===== config.mk =====
export PLATFORM = sky130hd
export DESIGN_NAME = vdbd_ram
export DESIGN_NICKNAME = d
export VERILOG_FILES = /design/src/design/vdbd_ram.sv
export SDC_FILE = /design/constraint.sdc
export NUM_CORES = 1
export LEC_CHECK = 0
export ABC_AREA = 0
export BUFFER_PORTS_ARGS = -buffer_cell sky130_fd_sc_hd__buf_4
export CORE_ASPECT_RATIO = 0.8
export CORE_MARGIN = 2
export CORE_UTILIZATION = 65
export CTS_CLUSTER_DIAMETER = 150
export DETAILED_ROUTE_END_ITERATION = 12
export PLACE_DENSITY = 0.8
export SLEW_MARGIN = 0
export SYNTH_ARGS = -nofsm -noshare
export SYNTH_HDL_FRONTEND = slang
export SYNTH_SLANG_ARGS = --single-unit

===== constraint.sdc =====
create_clock -name i_clk -period 5 [get_ports i_clk]
set_input_delay 0.75 -clock i_clk [delete_from_list [all_inputs] [get_ports i_clk]]
set_output_delay 0.75 -clock i_clk [all_outputs]
set_load 0.005 [all_outputs]

===== src/design/vdbd_ram.sv =====
`timescale 1ns / 1ps
// ----------------------------------------------------------------------------
// vdbd_ram
// Generic single write port, single read port RAM with registered read data.
// A read and a write of the same address in one cycle return the old data.
// ----------------------------------------------------------------------------
module vdbd_ram #(
    parameter int WIDTH = 8,
    parameter int DEPTH = 16
) (
    input  logic                                      i_clk,
    input  logic                                      i_wr_en,
    input  logic [((DEPTH > 1) ? $clog2(DEPTH) : 1)-1:0] i_wr_addr,
    input  logic [WIDTH-1:0]                          i_wr_data,
    input  logic                                      i_rd_en,
    input  logic [((DEPTH > 1) ? $clog2(DEPTH) : 1)-1:0] i_rd_addr,
    output logic [WIDTH-1:0]                          o_rd_data
);

    logic [WIDTH-1:0] r_mem [DEPTH];
    logic [WIDTH-1:0] r_rd_data;

    // write port
    always_ff @(posedge i_clk) begin
        if (i_wr_en) begin
            r_mem[i_wr_addr] <= i_wr_data;
        end
    end

    // registered read port
    always_ff @(posedge i_clk) begin
        if (i_rd_en) begin
            r_rd_data <= r_mem[i_rd_addr];
        end
    end

    assign o_rd_data = r_rd_data;

endmodule


# Yosys cells after proc, flatten, opt, wreduce, memory -nomap -nowiden
# Memories as Yosys holds them, arrays and structs flattened. A register that Yosys moved wholly into a read port is not among the register bits.
# Cells that the tools add are included.
[classes]
n_addsub = 0
n_mul = 0
div = 0
order_cmp = 0
eq_ne = 0
shifts = 0
mux = 2
bitwise_logic = 0
n_reduce_logical = 0
[op_table]
columns = ["op", "n"]
rows = [
  ["$mux W1", 2],
]
[word_totals]
ff_bits = 0
latchBits = 0
ram_bits = 128
rom_bits = 0
in_bits = 19
out_inout_bits = 8
n_memories = 1
[mem_list]
columns = ["name", "words", "word_bits", "rd", "rd_ports_with_merged_regs", "wr", "line", "rtl"]
rows = [
  ["r_mem", 16, 8, 1, 1, 1, "20", "logic [WIDTH-1:0] r_mem [DEPTH];"],
]

# Depth between registers and ports, before layout
[depth]
ltp_word = 2
ltp_mapped = 5

# Worst setup path before layout
# OpenSTA, ideal clock, no wires.
[synth_timing]
path_kind = "input port to flip-flop"
from = "in i_wr_addr[2] (netlist bit)"
to = "mem r_mem[0][0], enable pin"
setup_time_ns = 0.383
arrival_time_ns = 1.860
required_time_ns = 4.617
slack_ns = 2.757
path_stages = 2
cell_sequence = "or3b_2 -> nor3_1"
[synth_lines]
columns = ["item", "line", "rtl"]
rows = [
  ["start: declaration", "13", "input logic [((DEPTH > 1) ? $clog2(DEPTH) : 1)-1:0] i_wr_addr,"],
  ["end: declaration", "20", ""],
]
# Straight into the memory's write port.

# Worst setup path after layout
[layout_timing]
from = "in i_wr_addr[2] (netlist bit)"
to = "mem r_mem[0][0], enable pin"
# Straight into the memory's write port.

==> metrics.md <==
| Metric | Value |
|---|---|
| Outcome | `complete, no violations` |
| Internal | `about 2100 µW` |
| Main synth FF type | `edfxtp_1` |
| Worst-path clk slew | `around 60 ps` |
| Synth Area per Inst | `about 23 µm²` |
| Hold_sp | `i_rd_en` |
| GRT Util Overall | `25.02%` |
| Htree depth | `4` |
| DR vias/cell | `between 6 and 7` |
| P&R area growth vs syn | `16.80%` |
| Leading area contributor after synthesis | `edfxtp_1` |
| Synth Warn # | `0` |
| Filler cells | `slightly below 400` |
| Number of flops mapped to enable cells by yosys | `136` |
| Cells after synthesis | `~230` |
| Pwr Density | `437.9 nW/µm²` |
| Via count | `2,432` |
| Worst Hold End | `o_rd_data[3]` |
| Hold-fix buffers, CTS | `0` |
| Vias in the first global route | `around 2.5k` |
| Final setup viols | `0` |
| Switching share of total power | `roughly 20%` |
| Wire per inst | `roughly 25 µm` |
| Tcrit/Tclk final | `between 40% and 50%` |
| FF+latch count, synth | `approximately 140` |
| Final #Nets | `around 290` |
| Max transition margin | `roughly a fifth` |
| FP Rows | `29` |
| Worst min path class | `input port to flip-flop` |
| Max cap viols | `0` |
| RSZ-0062 raised after global routing | `no` |
| Root buf cell | `clkbuf_8` |
| Post-CTS setup buffer count | `0` |
| Worst EP arrival | `roughly 2300 ps` |
| Skew-Pair Late Insertion Delay | `approximately 510 ps` |
| Post-CTS resize count | `0` |
| TNS Setup | `0 ps` |
| Worst R2R Start | `r_mem[2][3]` |
| Fmax | `457.9 MHz` |
| Synth cell count leaders | `edfxtp_1 (136), mux4_2 (18), a22oi_1 (16)` |
| HPWL after detailed placement | `5797 µm` |
| Die footprint | `between 8000 and 9000 µm²` |
| Endpoint type of the worst setup path | `flip-flop` |
| Core area | `approximately 8000 µm²` |
| Post-route ant nets | `0` |
| Worst-path fanout max | `8` |
| Total CTS buffers | `17` |
| I/O Buffers | `26` |
| Seq/Total Area, Yosys | `a little under 80%` |
| Most area-consuming cells after synthesis | `edfxtp_1 (78%), mux4_2 (7.8%), mux4_1 (7.0%)` |
| Reg2Reg Capture Point | `o_rd_data[3]` |
| Drt initial violations | `160` |
| CP max stage cell | `nor3_1` |
| Largest net degree at the start of global routing | `33` |
| Worst Tran Pin Value | `approximately 1200 ps` |
| Comb power frac | `between 4 and 5%` |
| Cell count of the worst reg-to-reg path | `3` |
| GPL Wtd Cong | `~0.74` |
| Antenna cell count | `0` |
| Setup CP Type | `input port to flip-flop` |
| Leakage | `approximately 0.002 µW` |
| Min-Delay Path Depth | `1` |
| Pre-Repair DR Iteration Count | `4` |
| Post-synth top area share | `78.12%` |
| Gr ovfl total | `0` |
| Ports | `27` |
| Initial antenna violation count | `0` |
| Die Span X | `between 100 and 150 µm` |
| Final Hold Viols | `0` |
| Share of layout cells above drive strength 1 | `roughly 28%` |
| Net Sw Power | `525.2 µW` |
| Slew Viols, Final | `0` |
| DP Area | `5494 µm²` |
| Crit-path max cell delay | `930 ps` |
| CTS sink cnt | `136` |
| Synth unique cells | `18` |
| Reg2Reg Setup Slack | `3450 ps` |
| Post-Syn Area | `~5200 µm²` |
| Tmin final | `around 2200 ps` |
| Most common cell in the synthesized netlist | `edfxtp_1` |
| Syn_nets | `roughly 250` |
| Setup Skew | `approximately 8.5 ps` |
| First-pass GRT wire length | `~15,000 µm` |
| CP required | `a little over 5000 ps` |
| Initial Utilization | `between 60% and 70%` |
| Clock Tree Buf Depth | `2` |
| CP Cell Sequence | `buf_4 > or3b_2 > nor3_1` |
| Part of the power in registers | `about half` |
| VDD IR max | `roughly 0.37 mV` |
| Die height | `around 84 µm` |
| CTS tree | `done` |
| FFs w/ async S/R, synth | `0%` |
| Final Cell Area | `roughly 6000 µm²` |
| CP startpoint kind | `input port` |
| Clock network fraction of total power | `a little under half` |
| Final WL | `9734 µm` |
| Residual DRC count | `0` |
cell families after synthesis:
family          synth area share, %
compound gates                2.298
buf+inv                       1.651
flops                         78.12
mux                           14.79
simple gates                  3.136
power groups by stage:
stage | registers (µW) | clock network, µW | logic [µW]
floorplan | 1310 | 0 | 64.8
global placement | 1310 | 0 | 112
detailed placement | 1320 | 0 | 117
CTS | 1290 | 1280 | 118
global route | 1290 | 1330 | 127
finish | 1290 | 1260 | 116
worst max-delay path by stage:
stage / cells past startpoint / slack, ps / start / end
3_3_place_gp: 3 / 2420 / i_wr_addr[2] / r_mem[0][0]
3_5_place_dp: 3 / 2350 / i_wr_addr[2] / r_mem[0][3]
6_report: 3 / 2820 / i_wr_addr[2] / r_mem[0][0]
5_1_grt: 3 / 2730 / i_wr_addr[2] / r_mem[0][0]
4_1_cts: 3 / 2870 / i_wr_addr[2] / r_mem[0][0]
2_1_floorplan: 2 / 2760 / i_wr_addr[2] / r_mem[0][0]
critical path, delay by kind of cell:
kind | cells | cell delay (ps)
and+or+nand+nor | 2 | 1430
buffers and inverters | 1 | 120
layer usage:
metal / GRT usage, % / part of all wire, %
met2: 37.14 / 49
met3: 8.152 / 8.0
met1: 37.27 / 42
met4: 6.388 / 0.40
met5: 0 / 0
area by class of cell:
class | count | area, µm² | area share, %
Timing Repair Buffer | 29 | 217.7 | 3.566
Clock inverter | 14 | 197.7 | 3.238
Tap cell | 108 | 135.1 | 2.213
Multi-Input combinational cell | 83 | 1057 | 17.32
Sequential cell | 136 | 4084 | 66.89
Clock buffer | 17 | 414.1 | 6.783
layout by cell type, fill, tap and decap left out:
cell / n
edfxtp_1: 136
buf_4: 29
mux4_2: 18
a22oi_1: 16
clkbuf_16: 16
mux4_1: 14
nor2_1: 13
nand2_1: 9
nor3_1: 4
bufinv_16: 4
inv_6: 4
clkinv_4: 3
nand3b_1: 2
nand2b_1: 2
nor2b_1: 1
and2_1: 1
and2b_1: 1
nand3_1: 1
or3b_2: 1
clkbuf_8: 1
clkinv_1: 1
clkinvlp_4: 1
clkinv_2: 1
registers in the layout (all words and copies together) (netlist names):
| signal | cells |
|---|---|
| o_rd_data | 8 |
| r_mem | 128 |
metrics by stage:
stage	hold WS, ps	cells	utilization, %	total power [µW]	worst slack, ps
floorplan	704.8	229	-	1378	2757
finish	534.2	387	77.55	2673	2816
detailed placement	747.5	356	69.78	1432	2354
global placement	722.7	356	69.78	1427	2424
CTS	520.0	387	77.55	2690	2872
global route	518.4	387	77.55	2750	2733
Note: power is estimated with default switching activity, not from simulation.
