File: src/design/vdbd_pkg.sv
`timescale 1ns / 1ps
// ----------------------------------------------------------------------------
// vdbd_pkg
// Types, constants and helper functions shared by the vertex delta bitstream
// decoder modules.
// ----------------------------------------------------------------------------
package vdbd_pkg;

    // sizing
    localparam int MAX_VERTICES    = 1024;
    localparam int MAX_FIELD_WIDTH = 16;
    localparam int ADDR_W          = (MAX_VERTICES > 1) ? $clog2(MAX_VERTICES) : 1;
    localparam int CNT_W           = ADDR_W + 1;
    localparam int COUNT_W         = 11;
    localparam int INDEX_W         = 10;
    localparam int COORD_W         = 8;
    localparam int FIELD_W         = 5;
    localparam int WORD_W          = 32;
    localparam int BUF_W           = 64;
    localparam int HELD_W          = 7;
    localparam int FRAME_W         = 16;
    localparam int LANE_OFS_W      = 6;

    // operation codes
    typedef enum logic [1:0] {
        OP_LOAD   = 2'd0,
        OP_PUSH   = 2'd1,
        OP_DECODE = 2'd2,
        OP_IDLE   = 2'd3
    } t_op;

    // result status codes
    typedef enum logic [1:0] {
        ST_OK      = 2'd0,
        ST_STARVED = 2'd1,
        ST_FULL    = 2'd2,
        ST_RANGE   = 2'd3
    } t_status;

    // input transaction payload
    typedef struct packed {
        logic [1:0]         operation;
        logic [INDEX_W-1:0] vertex_index;
        logic [COORD_W-1:0] base_x;
        logic [COORD_W-1:0] base_y;
        logic [COORD_W-1:0] base_z;
        logic [FIELD_W-1:0] width_x;
        logic [FIELD_W-1:0] width_y;
        logic [FIELD_W-1:0] width_z;
        logic [WORD_W-1:0]  stream_word;
    } t_in_item;

    // output transaction payload
    typedef struct packed {
        logic [INDEX_W-1:0] out_vertex;
        logic [COORD_W-1:0] value_x;
        logic [COORD_W-1:0] value_y;
        logic [COORD_W-1:0] value_z;
        logic [FRAME_W-1:0] frame_number;
        logic               frame_done;
        logic [1:0]         status;
    } t_out_item;

    // one vertex memory entry
    typedef struct packed {
        logic [FIELD_W-1:0] width_z;
        logic [FIELD_W-1:0] width_y;
        logic [FIELD_W-1:0] width_x;
        logic [COORD_W-1:0] coord_z;
        logic [COORD_W-1:0] coord_y;
        logic [COORD_W-1:0] coord_x;
    } t_entry;

    localparam int ENTRY_W = $bits(t_entry);

    // decoder state carried between transactions
    typedef struct packed {
        logic [BUF_W-1:0]   bit_buf;
        logic [HELD_W-1:0]  bits_held;
        logic [ADDR_W-1:0]  next_vertex;
        logic [FRAME_W-1:0] frame_total;
    } t_core_state;

    // vertex memory write request
    typedef struct packed {
        logic              en;
        logic [ADDR_W-1:0] addr;
        t_entry            data;
    } t_mem_wr;

    // width clamp applied when a vertex is loaded
    function automatic logic [FIELD_W-1:0] f_clamp_width(input logic [FIELD_W-1:0] w);
        logic [FIELD_W-1:0] r;
        r = (32'(w) > MAX_FIELD_WIDTH) ? FIELD_W'(MAX_FIELD_WIDTH) : w;
        return r;
    endfunction

    // vertices per frame, limited to 1 .. MAX_VERTICES
    function automatic logic [CNT_W-1:0] f_count_eff(input logic [COUNT_W-1:0] vc);
        logic [CNT_W-1:0] r;
        if (vc == '0) begin
            r = CNT_W'(1);
        end else if (32'(vc) > MAX_VERTICES) begin
            r = CNT_W'(MAX_VERTICES);
        end else begin
            r = CNT_W'(vc);
        end
        return r;
    endfunction

endpackage

File: src/design/vdbd_lane.sv
`timescale 1ns / 1ps
// ----------------------------------------------------------------------------
// vdbd_lane
// One axis lane: picks a two's complement delta field out of the bit buffer at
// a given offset and adds it to the stored coordinate modulo 256.
// ----------------------------------------------------------------------------
module vdbd_lane import vdbd_pkg::*; (
    input  logic [BUF_W-1:0]      i_buf,
    input  logic [LANE_OFS_W-1:0] i_offset,
    input  logic [FIELD_W-1:0]    i_width,
    input  logic [COORD_W-1:0]    i_coord,
    output logic [COORD_W-1:0]    o_value
);

    logic [BUF_W-1:0]           shifted;
    logic [MAX_FIELD_WIDTH-1:0] field;
    logic [FIELD_W-1:0]         width_m1;
    logic                       sign;
    logic [COORD_W-1:0]         delta;

    // field bits start at the lane offset
    assign shifted  = i_buf >> i_offset;
    assign field    = shifted[MAX_FIELD_WIDTH-1:0];
    assign width_m1 = i_width - FIELD_W'(1);

    // sign extend the low byte of the field; zero width gives zero
    always_comb begin
        sign = (i_width == '0) ? 1'b0 : field[width_m1[$clog2(MAX_FIELD_WIDTH)-1:0]];
        for (int j = 0; j < COORD_W; j++) begin
            delta[j] = (32'(j) < 32'(i_width)) ? field[j] : sign;
        end
    end

    // wrapping add
    assign o_value = i_coord + delta;

endmodule

File: src/design/vdbd_exec.sv
`timescale 1ns / 1ps
// ----------------------------------------------------------------------------
// vdbd_exec
// Execute stage: three axis lanes decode their delta fields side by side and
// the merge logic checks the bit supply, consumes the bits, updates the vertex
// pointer and frame count, and forms the result and the memory write.
// ----------------------------------------------------------------------------
module vdbd_exec import vdbd_pkg::*; (
    input  t_in_item            i_item,
    input  t_core_state         i_state,
    input  t_entry              i_entry,
    input  logic [COUNT_W-1:0]  i_vertex_count,
    output t_core_state         o_state,
    output t_out_item           o_result,
    output t_mem_wr             o_mem_wr
);

    logic [LANE_OFS_W-1:0] ofs_y;
    logic [LANE_OFS_W-1:0] ofs_z;
    logic [COORD_W-1:0]    lane_x;
    logic [COORD_W-1:0]    lane_y;
    logic [COORD_W-1:0]    lane_z;
    logic [HELD_W-1:0]     total_bits;
    logic [CNT_W-1:0]      count_eff;
    logic [CNT_W-1:0]      ptr_inc;
    logic [FRAME_W-1:0]    frame_inc;
    logic                  idx_ok;
    t_entry                load_entry;

    // field offsets within the buffer
    assign ofs_y = LANE_OFS_W'(i_entry.width_x);
    assign ofs_z = LANE_OFS_W'(i_entry.width_x) + LANE_OFS_W'(i_entry.width_y);

    // axis lanes
    vdbd_lane u_lane_x (
        .i_buf    (i_state.bit_buf),
        .i_offset ('0),
        .i_width  (i_entry.width_x),
        .i_coord  (i_entry.coord_x),
        .o_value  (lane_x)
    );

    vdbd_lane u_lane_y (
        .i_buf    (i_state.bit_buf),
        .i_offset (ofs_y),
        .i_width  (i_entry.width_y),
        .i_coord  (i_entry.coord_y),
        .o_value  (lane_y)
    );

    vdbd_lane u_lane_z (
        .i_buf    (i_state.bit_buf),
        .i_offset (ofs_z),
        .i_width  (i_entry.width_z),
        .i_coord  (i_entry.coord_z),
        .o_value  (lane_z)
    );

    // shared terms
    assign total_bits = HELD_W'(i_entry.width_x) + HELD_W'(i_entry.width_y)
                      + HELD_W'(i_entry.width_z);
    assign count_eff  = f_count_eff(i_vertex_count);
    assign ptr_inc    = {1'b0, i_state.next_vertex} + CNT_W'(1);
    assign frame_inc  = i_state.frame_total + FRAME_W'(1);
    assign idx_ok     = (32'(i_item.vertex_index) < MAX_VERTICES);

    // entry written by a load
    always_comb begin
        load_entry.width_x = f_clamp_width(i_item.width_x);
        load_entry.width_y = f_clamp_width(i_item.width_y);
        load_entry.width_z = f_clamp_width(i_item.width_z);
        load_entry.coord_x = i_item.base_x;
        load_entry.coord_y = i_item.base_y;
        load_entry.coord_z = i_item.base_z;
    end

    // merge: per-operation state update, result and write
    always_comb begin
        o_state               = i_state;
        o_result.out_vertex   = INDEX_W'(i_state.next_vertex);
        o_result.value_x      = '0;
        o_result.value_y      = '0;
        o_result.value_z      = '0;
        o_result.frame_number = i_state.frame_total;
        o_result.frame_done   = 1'b0;
        o_result.status       = ST_OK;
        o_mem_wr.en           = 1'b0;
        o_mem_wr.addr         = i_state.next_vertex;
        o_mem_wr.data         = i_entry;

        case (t_op'(i_item.operation))
            OP_LOAD: begin
                o_result.out_vertex   = i_item.vertex_index;
                o_result.value_x      = i_item.base_x;
                o_result.value_y      = i_item.base_y;
                o_result.value_z      = i_item.base_z;
                o_result.frame_number = '0;
                o_mem_wr.addr         = ADDR_W'(i_item.vertex_index);
                o_mem_wr.data         = load_entry;
                if (idx_ok) begin
                    o_mem_wr.en = 1'b1;
                end else begin
                    o_result.status = ST_RANGE;
                end
                o_state.bit_buf     = '0;
                o_state.bits_held   = '0;
                o_state.next_vertex = '0;
                o_state.frame_total = '0;
            end
            OP_PUSH: begin
                if (32'(i_state.bits_held) > WORD_W) begin
                    o_result.status = ST_FULL;
                end else begin
                    o_state.bit_buf   = i_state.bit_buf
                                      | (BUF_W'(i_item.stream_word) << i_state.bits_held);
                    o_state.bits_held = i_state.bits_held + HELD_W'(WORD_W);
                end
            end
            OP_DECODE: begin
                if ({1'b0, i_state.next_vertex} >= count_eff) begin
                    o_result.status     = ST_RANGE;
                    o_state.next_vertex = '0;
                end else if (total_bits > i_state.bits_held) begin
                    o_result.status  = ST_STARVED;
                    o_result.value_x = i_entry.coord_x;
                    o_result.value_y = i_entry.coord_y;
                    o_result.value_z = i_entry.coord_z;
                end else begin
                    o_result.value_x      = lane_x;
                    o_result.value_y      = lane_y;
                    o_result.value_z      = lane_z;
                    o_result.frame_number = frame_inc;
                    o_mem_wr.en           = 1'b1;
                    o_mem_wr.data.coord_x = lane_x;
                    o_mem_wr.data.coord_y = lane_y;
                    o_mem_wr.data.coord_z = lane_z;
                    o_state.bit_buf       = i_state.bit_buf >> total_bits;
                    o_state.bits_held     = i_state.bits_held - total_bits;
                    if (ptr_inc >= count_eff) begin
                        o_state.next_vertex = '0;
                        o_state.frame_total = frame_inc;
                        o_result.frame_done = 1'b1;
                    end else begin
                        o_state.next_vertex = ADDR_W'(ptr_inc);
                    end
                end
            end
            default: begin
                // unused selector: no change, default result
            end
        endcase
    end

endmodule

File: config.mk
export PLATFORM = sky130hd
export DESIGN_NAME = vdbd_exec
export DESIGN_NICKNAME = d
export VERILOG_FILES = /design/src/design/vdbd_pkg.sv /design/src/design/vdbd_lane.sv /design/src/design/vdbd_exec.sv
export SDC_FILE = /design/constraint.sdc
export NUM_CORES = 1
export LEC_CHECK = 0
export BUFFER_PORTS_ARGS = -buffer_cell sky130_fd_sc_hd__buf_2
export CAP_MARGIN = 20
export CORE_MARGIN = 1
export CORE_UTILIZATION = 40
export DETAILED_ROUTE_END_ITERATION = 8
export PLACE_DENSITY = 0.59
export SYNTH_ARGS = -nofsm -noshare
export SYNTH_HDL_FRONTEND = slang
export SYNTH_SLANG_ARGS = --single-unit
File: constraint.sdc
create_clock -name vclk -period 6.8
set_clock_uncertainty 0.1 [all_clocks]
set_input_delay 0.68 -clock vclk [all_inputs]
set_output_delay 0.68 -clock vclk [all_outputs]
set_load 0.1 [all_outputs]
Word level (Yosys, flattened, before mapping)
Index checks and enable logic that the tools add are counted.

$add $sub $neg: 13. $lt $le $gt $ge: 35. Eq/ne operators: 2. Shift operators: 4. Multiplexer cells: 65. Bitwise operators: 1. Reductions and logical operators: 5.

Operators with widths (count): one-hot mux 71 bit (3 select lines) (1); two-way mux 71 bit (2); two-way mux 97 bit (1); one-hot mux 40 bit (2 select lines) (1); two-way mux 24 bit (3); bitwise OR 64 bit (1); left shift 32 x 7 -> 64 bit (1); right shift 64 x 5 -> 16 bit (1); right shift 64 x 6 -> 16 bit (1); right shift 64 x 7 -> 64 bit (1); less-than comparator 3 x 5 -> 1 bit (first input constant) (12); one-hot mux 26 bit (2 select lines) (1); one-hot mux 24 bit (2 select lines) (1); two-way mux 41 bit (1); two-way mux 1 bit (35); two-way mux 16 bit (2); less-than comparator 1 x 5 -> 1 bit (first input constant) (6); less-than comparator 2 x 5 -> 1 bit (first input constant) (6); two-way mux 10 bit (3); two-way mux 25 bit (1); adder 8 bit (3); two-way mux 11 bit (2); two-way mux 17 bit (1); adder 16 x 1 -> 16 bit (second input constant) (1); 23 further kinds (37).

Bits in registers: 0. Bits of input ports: 230.

Depth between registers and ports, before layout
Gate-level depths: netlist of run 1.

Depth after elaboration: 10. Mapped depth: 27. Gate-level depth less buffers: 24.

By module
Synthesis of run 1 repeated with hierarchy kept, for this count alone.

Cells, all modules: 3036. Area, all modules: 25416.9 sq um.

By module, submodules not included: vdbd_exec (instances 1, cells each 1477, area each 11532.3 sq um, sequential area each 0.0 sq um); vdbd_lane (u_lane_y ...) (instances 2, cells each 510, area each 4579.4 sq um, sequential area each 0.0 sq um); vdbd_lane (u_lane_x) (instances 1, cells each 539, area each 4725.8 sq um, sequential area each 0.0 sq um).

Worst setup path before layout of run 1
OpenSTA, ideal clock, no wires.

Path kind: input-to-output. Start point: input i_entry[25] (netlist name). End point: output o_mem_wr[22] (netlist name). Data arrival time: 7.754 ns. Data required time: 6.020 ns. Slack: -1.734 ns. Stages: 27. Path buffers: 3. Cells stage by stage: ha_1 buf_2 a211o_1 and2_1 or2_2 clkbuf_1 buf_2 nor3_1 a21oi_1 a2111oi_0 nor4_1 a211oi_1 a311oi_4 a31oi_1 ha_1 inv_1 fa_1 nor2b_1 o21ai_0 nand2b_1 a21o_1 a21oi_1 xor2_1 nor2_1 a21oi_1 o21ai_0 a21o_1.

RTL lines: from (decl) (RTL line vdbd_exec.sv:11) `input t_entry i_entry,`; to (decl) (RTL line vdbd_exec.sv:15) `output t_mem_wr o_mem_wr`.

==> impl_metrics.env, run 1 <==
export IMPL_place_hpwl_um=74500
export IMPL_seq_area_frac_synth=0
export IMPL_arrival_ns=6.07
export IMPL_regArea_um2=0
export IMPL_worstSetupEndpointType="output pin"
export IMPL_seq_cells=0
export IMPL_rows=76
export IMPL_path_buf_inv=7
export IMPL_cp_start_kind="input port"
export IMPL_die_area_um2=44400
export IMPL_gr_total_overflow=0
export IMPL_final_layout_size_suffix_gt1_frac=0.382
export IMPL_syn2layout_area_growth_pct=45.2
export IMPL_drcViolationCount=0
export IMPL_grt_pass1_wl_um=136000
export IMPL_coreArea_um2=43000
export IMPL_antenna_found_initial=5
export IMPL_setup_tns_ns=-0.0767
export IMPL_final_antenna_net_count=0
export IMPL_fillCellCount=3943
export IMPL_fmax_mhz=146
export IMPL_grt_pass1_vias=21400
export IMPL_routed_wl_um=94000
export IMPL_path_delay_family="compound AO/OA/AOI/OAI gates"
export IMPL_ios=430
export IMPL_dpl_cell_area_um2=24400
export IMPL_final_area_um2=25300
export IMPL_synth_area_um2=17400
export IMPL_vias=22900
export IMPL_fp_dieH_um=211
export IMPL_finalHoldViolations=0
export IMPL_synthCells=2501
export IMPL_setup_slack_ns=-0.0493
export IMPL_via_per_inst=6.37
export IMPL_fin_crit_sh=1.01
export IMPL_cap_violations=0
export IMPL_setup_viol=2
export IMPL_crit_required_ns=6.02
export IMPL_grt_max_degree=73
export IMPL_portBuffers=430
export IMPL_status="finished, violations left"
export IMPL_synth_warning_count=0
export IMPL_failed_checks="setup timing"
export IMPL_post_drt_wl_per_cell_um=26.2
export IMPL_crit_type="in -> out"
export IMPL_dr_pass1_iters=6
export IMPL_crit_fanout=6
export IMPL_yosysUniqueCellTypes=79
export IMPL_nClkBuffers=0
export IMPL_tightest_slew_ns=0.959
export IMPL_rsz0062_at_grt="yes"
export IMPL_slew_violations=0
export IMPL_drtIter0Drc=2742
export IMPL_multi_input_area_um2=17300
export IMPL_worst_path_largest_cell_delay_ns=0.37
export IMPL_holdWs_ns=1.64
export IMPL_grt_usage=0.404
export IMPL_fin_crit_ns=6.85
export IMPL_hp_class="in -> out"
export IMPL_synthesis_nets=2813
export IMPL_layout_nets=3317
export IMPL_start_util=0.405
export IMPL_slowest_stage="nor4_2"
export IMPL_syn_avg_cell_area_um2=6.96
export IMPL_die_w_um=211
export IMPL_gp_congestion=1.01
export IMPL_slew_headroom=0.360
==> layer usage <==
layer | vias up | track usage | routed length, µm
li1 | 10300 | - | -
met1 | 10800 | 0.506 | 36100
met2 | 1510 | 0.682 | 44100
met3 | 322 | 0.0475 | 7760
met4 | 2 | 0.208 | 5950
met5 | - | 0 | 9
==> tightest hold or removal path: stages <==
cell and delay [ns]:
buf_2 0.12, o21ai_2 0.08, buf_12 0.16
==> cell usage in the layout, fill, tap and decap left out, types with 12 or more instances in the layout <==
cell,Yosys,layout
nor3_1,42,39
o22ai_1,51,48
o21a_1,12,12
nand2_1,512,509
xnor2_1,30,25
nand2b_1,13,12
xor2_1,24,22
o221ai_1,12,12
a22oi_1,45,45
a211oi_1,22,19
buf_4,16,301
mux2i_4,0,12
a21o_1,38,33
nor2_1,164,163
ha_1,72,66
buf_12,3,157
a21oi_1,136,130
inv_1,49,48
mux2_2,52,50
a31oi_1,17,16
mux2i_1,299,246
mux4_2,109,109
mux4_1,14,14
nor2b_1,21,20
and3_1,17,17
mux2i_2,0,41
o21ai_4,0,20
buf_2,26,284
o211ai_1,21,21
o21ai_0,265,162
o21ai_2,1,76
nand3_1,50,48
==> layout make-up <==
cell class	instances	area share
Tap cell	585	0.0290
Antenna cell	6	0.000594
Inverter	57	0.00861
Multi-Input combinational cell	2187	0.683
Timing Repair Buffer	759	0.279
==> stage by stage <==
step	util	instances	setup slack, ns
floorplan	-	2501	-0.519
global placement	0.567	3552	-0.356
detailed placement	0.567	3552	-0.400
CTS	0.577	3572	-0.122
global route	0.588	3592	-0.300
finish	0.588	3594	-0.0493
==> logic make-up after synthesis <==
kind of cell,after synthesis,synth area share
xor+xnor,56,0.0303
mux,474,0.368
fa+ha+maj,82,0.0633
compound gates,710,0.253
simple gates,865,0.208
buf+inv,314,0.0782
==> timing repair <==
item,in CTS,in global routing
endpoints found under the setup margin,7,90
buffers inserted,19,15
hold buffers,0,0
pin swaps,15,21
gates cloned,2,0
resized for setup,41,83
==> worst paths after layout <==
kind / end / startpoint / cells after the start
min: o_result[18] / i_state[15] / 3
max: o_mem_wr[23] / i_entry[25] / 29
==> synthesized netlist by cell type (45+ instances only) <==
library cell / n / area (µm²)
ha_1: 72 / 901
nand2_1: 512 / 1920
a21oi_1: 136 / 681
o22ai_1: 51 / 319
inv_1: 49 / 184
nand3_1: 50 / 250
mux2_2: 52 / 586
mux4_2: 109 / 2450
o21ai_0: 265 / 1330
a22oi_1: 45 / 338
nor2_1: 164 / 616
mux2i_1: 299 / 2990
clkbuf_1: 180 / 676
==> inputs of run 2 (changes only) <==
--- a/config.mk
+++ b/config.mk
@@ -8,9 +8,9 @@
 export BUFFER_PORTS_ARGS = -buffer_cell sky130_fd_sc_hd__buf_2
 export CAP_MARGIN = 20
 export CORE_MARGIN = 1
-export CORE_UTILIZATION = 40
+export CORE_UTILIZATION = 41
 export DETAILED_ROUTE_END_ITERATION = 8
-export PLACE_DENSITY = 0.59
+export PLACE_DENSITY = 0.6
 export SYNTH_ARGS = -nofsm -noshare
 export SYNTH_HDL_FRONTEND = slang
 export SYNTH_SLANG_ARGS = --single-unit
==> run 2 against run 1 <==
  * The flow still finishes with violations (setup timing)
  * Die area fell by 2.4%
  * Non-clock buffer count is 44 lower
  * Global-route usage rose by 0.14 points
  * Sequential share of layout area stayed put
  * Critical path depth is the same
  * Flip-flop and latch count is the same
  * Utilization is 0.58 points higher
  * Cell count shrank 2.5%
  * Highest routed layer is now met4
==> impl_metrics.env, run 2 (synthesized netlist as in run 1, its figures left out) <==
export IMPL_status="finished, violations left"
export IMPL_failed_checks="setup timing"
export IMPL_seq_cells=0
export IMPL_nClkBuffers=0
export IMPL_start_util=0.415
export IMPL_cellPowerDensity_nw_per_um2=234
export IMPL_worst_path_largest_cell_delay_ns=0.45
export IMPL_routed_wl_um=92900
export IMPL_crit_type="in -> out"
export IMPL_fp_dieH_um=208
export IMPL_cap_violations=0
export IMPL_portBuffers=430
export IMPL_rows=75
export IMPL_gp_congestion=1.03
export IMPL_grt_max_degree=72
export IMPL_power_leakage_nw=11.1
export IMPL_dr_pass1_iters=7
export IMPL_place_hpwl_um=72700
export IMPL_placed_cells=3465
export IMPL_layout_nets=3273
export IMPL_antenna_found_initial=6
export IMPL_crit_fanout=7
export IMPL_final_cell_mix="510 x nand2_1, 284 x buf_2, 267 x mux2i_1"
export IMPL_ios=430
export IMPL_gr_total_overflow=0
export IMPL_die_area_um2=43300
export IMPL_holdPathStages=3
export IMPL_multi_input_area_um2=17100
export IMPL_syn2layout_area_growth_pct=43.1
export IMPL_grt_pass1_wl_um=135000
export IMPL_grt_usage=0.406
export IMPL_slew_violations=0
export IMPL_place_ws_ns=-0.424
export IMPL_worstSetupEndpointType="output pin"
export IMPL_cp_start_kind="input port"
export IMPL_peakVddDrop_mv=0.151
export IMPL_fillCellCount=3887
export IMPL_tightest_slew_ns=1.09
export IMPL_p_total_mw=5.84
export IMPL_drcViolationCount=0
export IMPL_grt_pass1_vias=21600
export IMPL_regArea_um2=0
export IMPL_rsz0062_at_grt="yes"
export IMPL_final_area_um2=24900
export IMPL_crit_required_ns=6.02
export IMPL_fin_cells=3505
export IMPL_hp_start="i_state[15]"
export IMPL_vias=22800
export IMPL_layout_commonest_cell="nand2_1"
export IMPL_via_per_inst=6.52
export IMPL_arrival_ns=6.03
export IMPL_post_drt_wl_per_cell_um=26.5
export IMPL_setup_tns_ns=-0.00756
export IMPL_drtIter0Drc=2880
export IMPL_final_layout_size_suffix_gt1_frac=0.368
export IMPL_finalHoldViolations=0
export IMPL_hold_buffers=0
export IMPL_hp_class="in -> out"
export IMPL_fin_crit_ns=6.81
export IMPL_coreArea_um2=41900
export IMPL_dpl_cell_area_um2=24100
export IMPL_slew_headroom=0.269
export IMPL_slowest_stage="mux4_2"
export IMPL_fmax_mhz=147
export IMPL_holdWs_ns=1.64
export IMPL_final_antenna_net_count=0
export IMPL_setup_viol=1
export IMPL_min_to="o_result[18]"
export IMPL_die_w_um=208
export IMPL_fin_crit_sh=1.00
export IMPL_finish_utilization=0.594
export IMPL_setup_slack_ns=-0.00756
[run 2: worst max path at each step]
stage                   endpoint  slack, ns   startpoint
floorplan            o_state[50]      -0.52  i_entry[25]
global placement    o_result[26]      -0.37  i_entry[25]
detailed placement  o_result[26]      -0.42  i_entry[25]
CTS                 o_result[26]      -0.02  i_entry[30]
global route        o_mem_wr[23]      -0.20  i_entry[25]
finish              o_result[26]     -0.008  i_entry[25]
[run 2: critical path: cells and delay by family]
family,cells,cell delay [ns]
AO/OA/AOI/OAI,9,1.39
XOR/XNOR,1,0.25
adder cells (fa/ha/maj),2,0.58
buffers and inverters,7,1.08
multiplexers,5,1.36
AND/OR/NAND/NOR,5,0.65
[run 2: final cells by class]
| cell class | instances | area share |
|---|---|---|
| Tap cell | 539 | 0.0271 |
| Antenna cell | 7 | 0.000703 |
| Multi-Input combinational cell | 2187 | 0.688 |
| Timing Repair Buffer | 715 | 0.276 |
| Inverter | 57 | 0.00874 |
[run 2: repair_timing]
item | in CTS | in global routing
pin swaps | 25 | 23
buffers inserted | 17 | 12
gates resized for setup | 60 | 48
hold endpoints to repair | 0 | 0
endpoints found under the setup margin | 16 | 46
cloned | 3 | 2
[run 2: per-layer routing]
layer	share of wire	up-vias	track usage
li1	-	10200	-
met1	0.38	10800	0.497
met2	0.46	1525	0.671
met3	0.087	336	0.0525
met4	0.077	0	0.260
met5	0	-	0
[run 2: where the power goes]
group          switching, mW   total [mW]  internal, mW  leakage (nW)
clock                      0  0.000000138   0.000000138     0.0000444
sequential                 0            0             0             0
combinational           3.71         5.84          2.13          11.1
No activity file was read; power rests on OpenSTA's default activity.
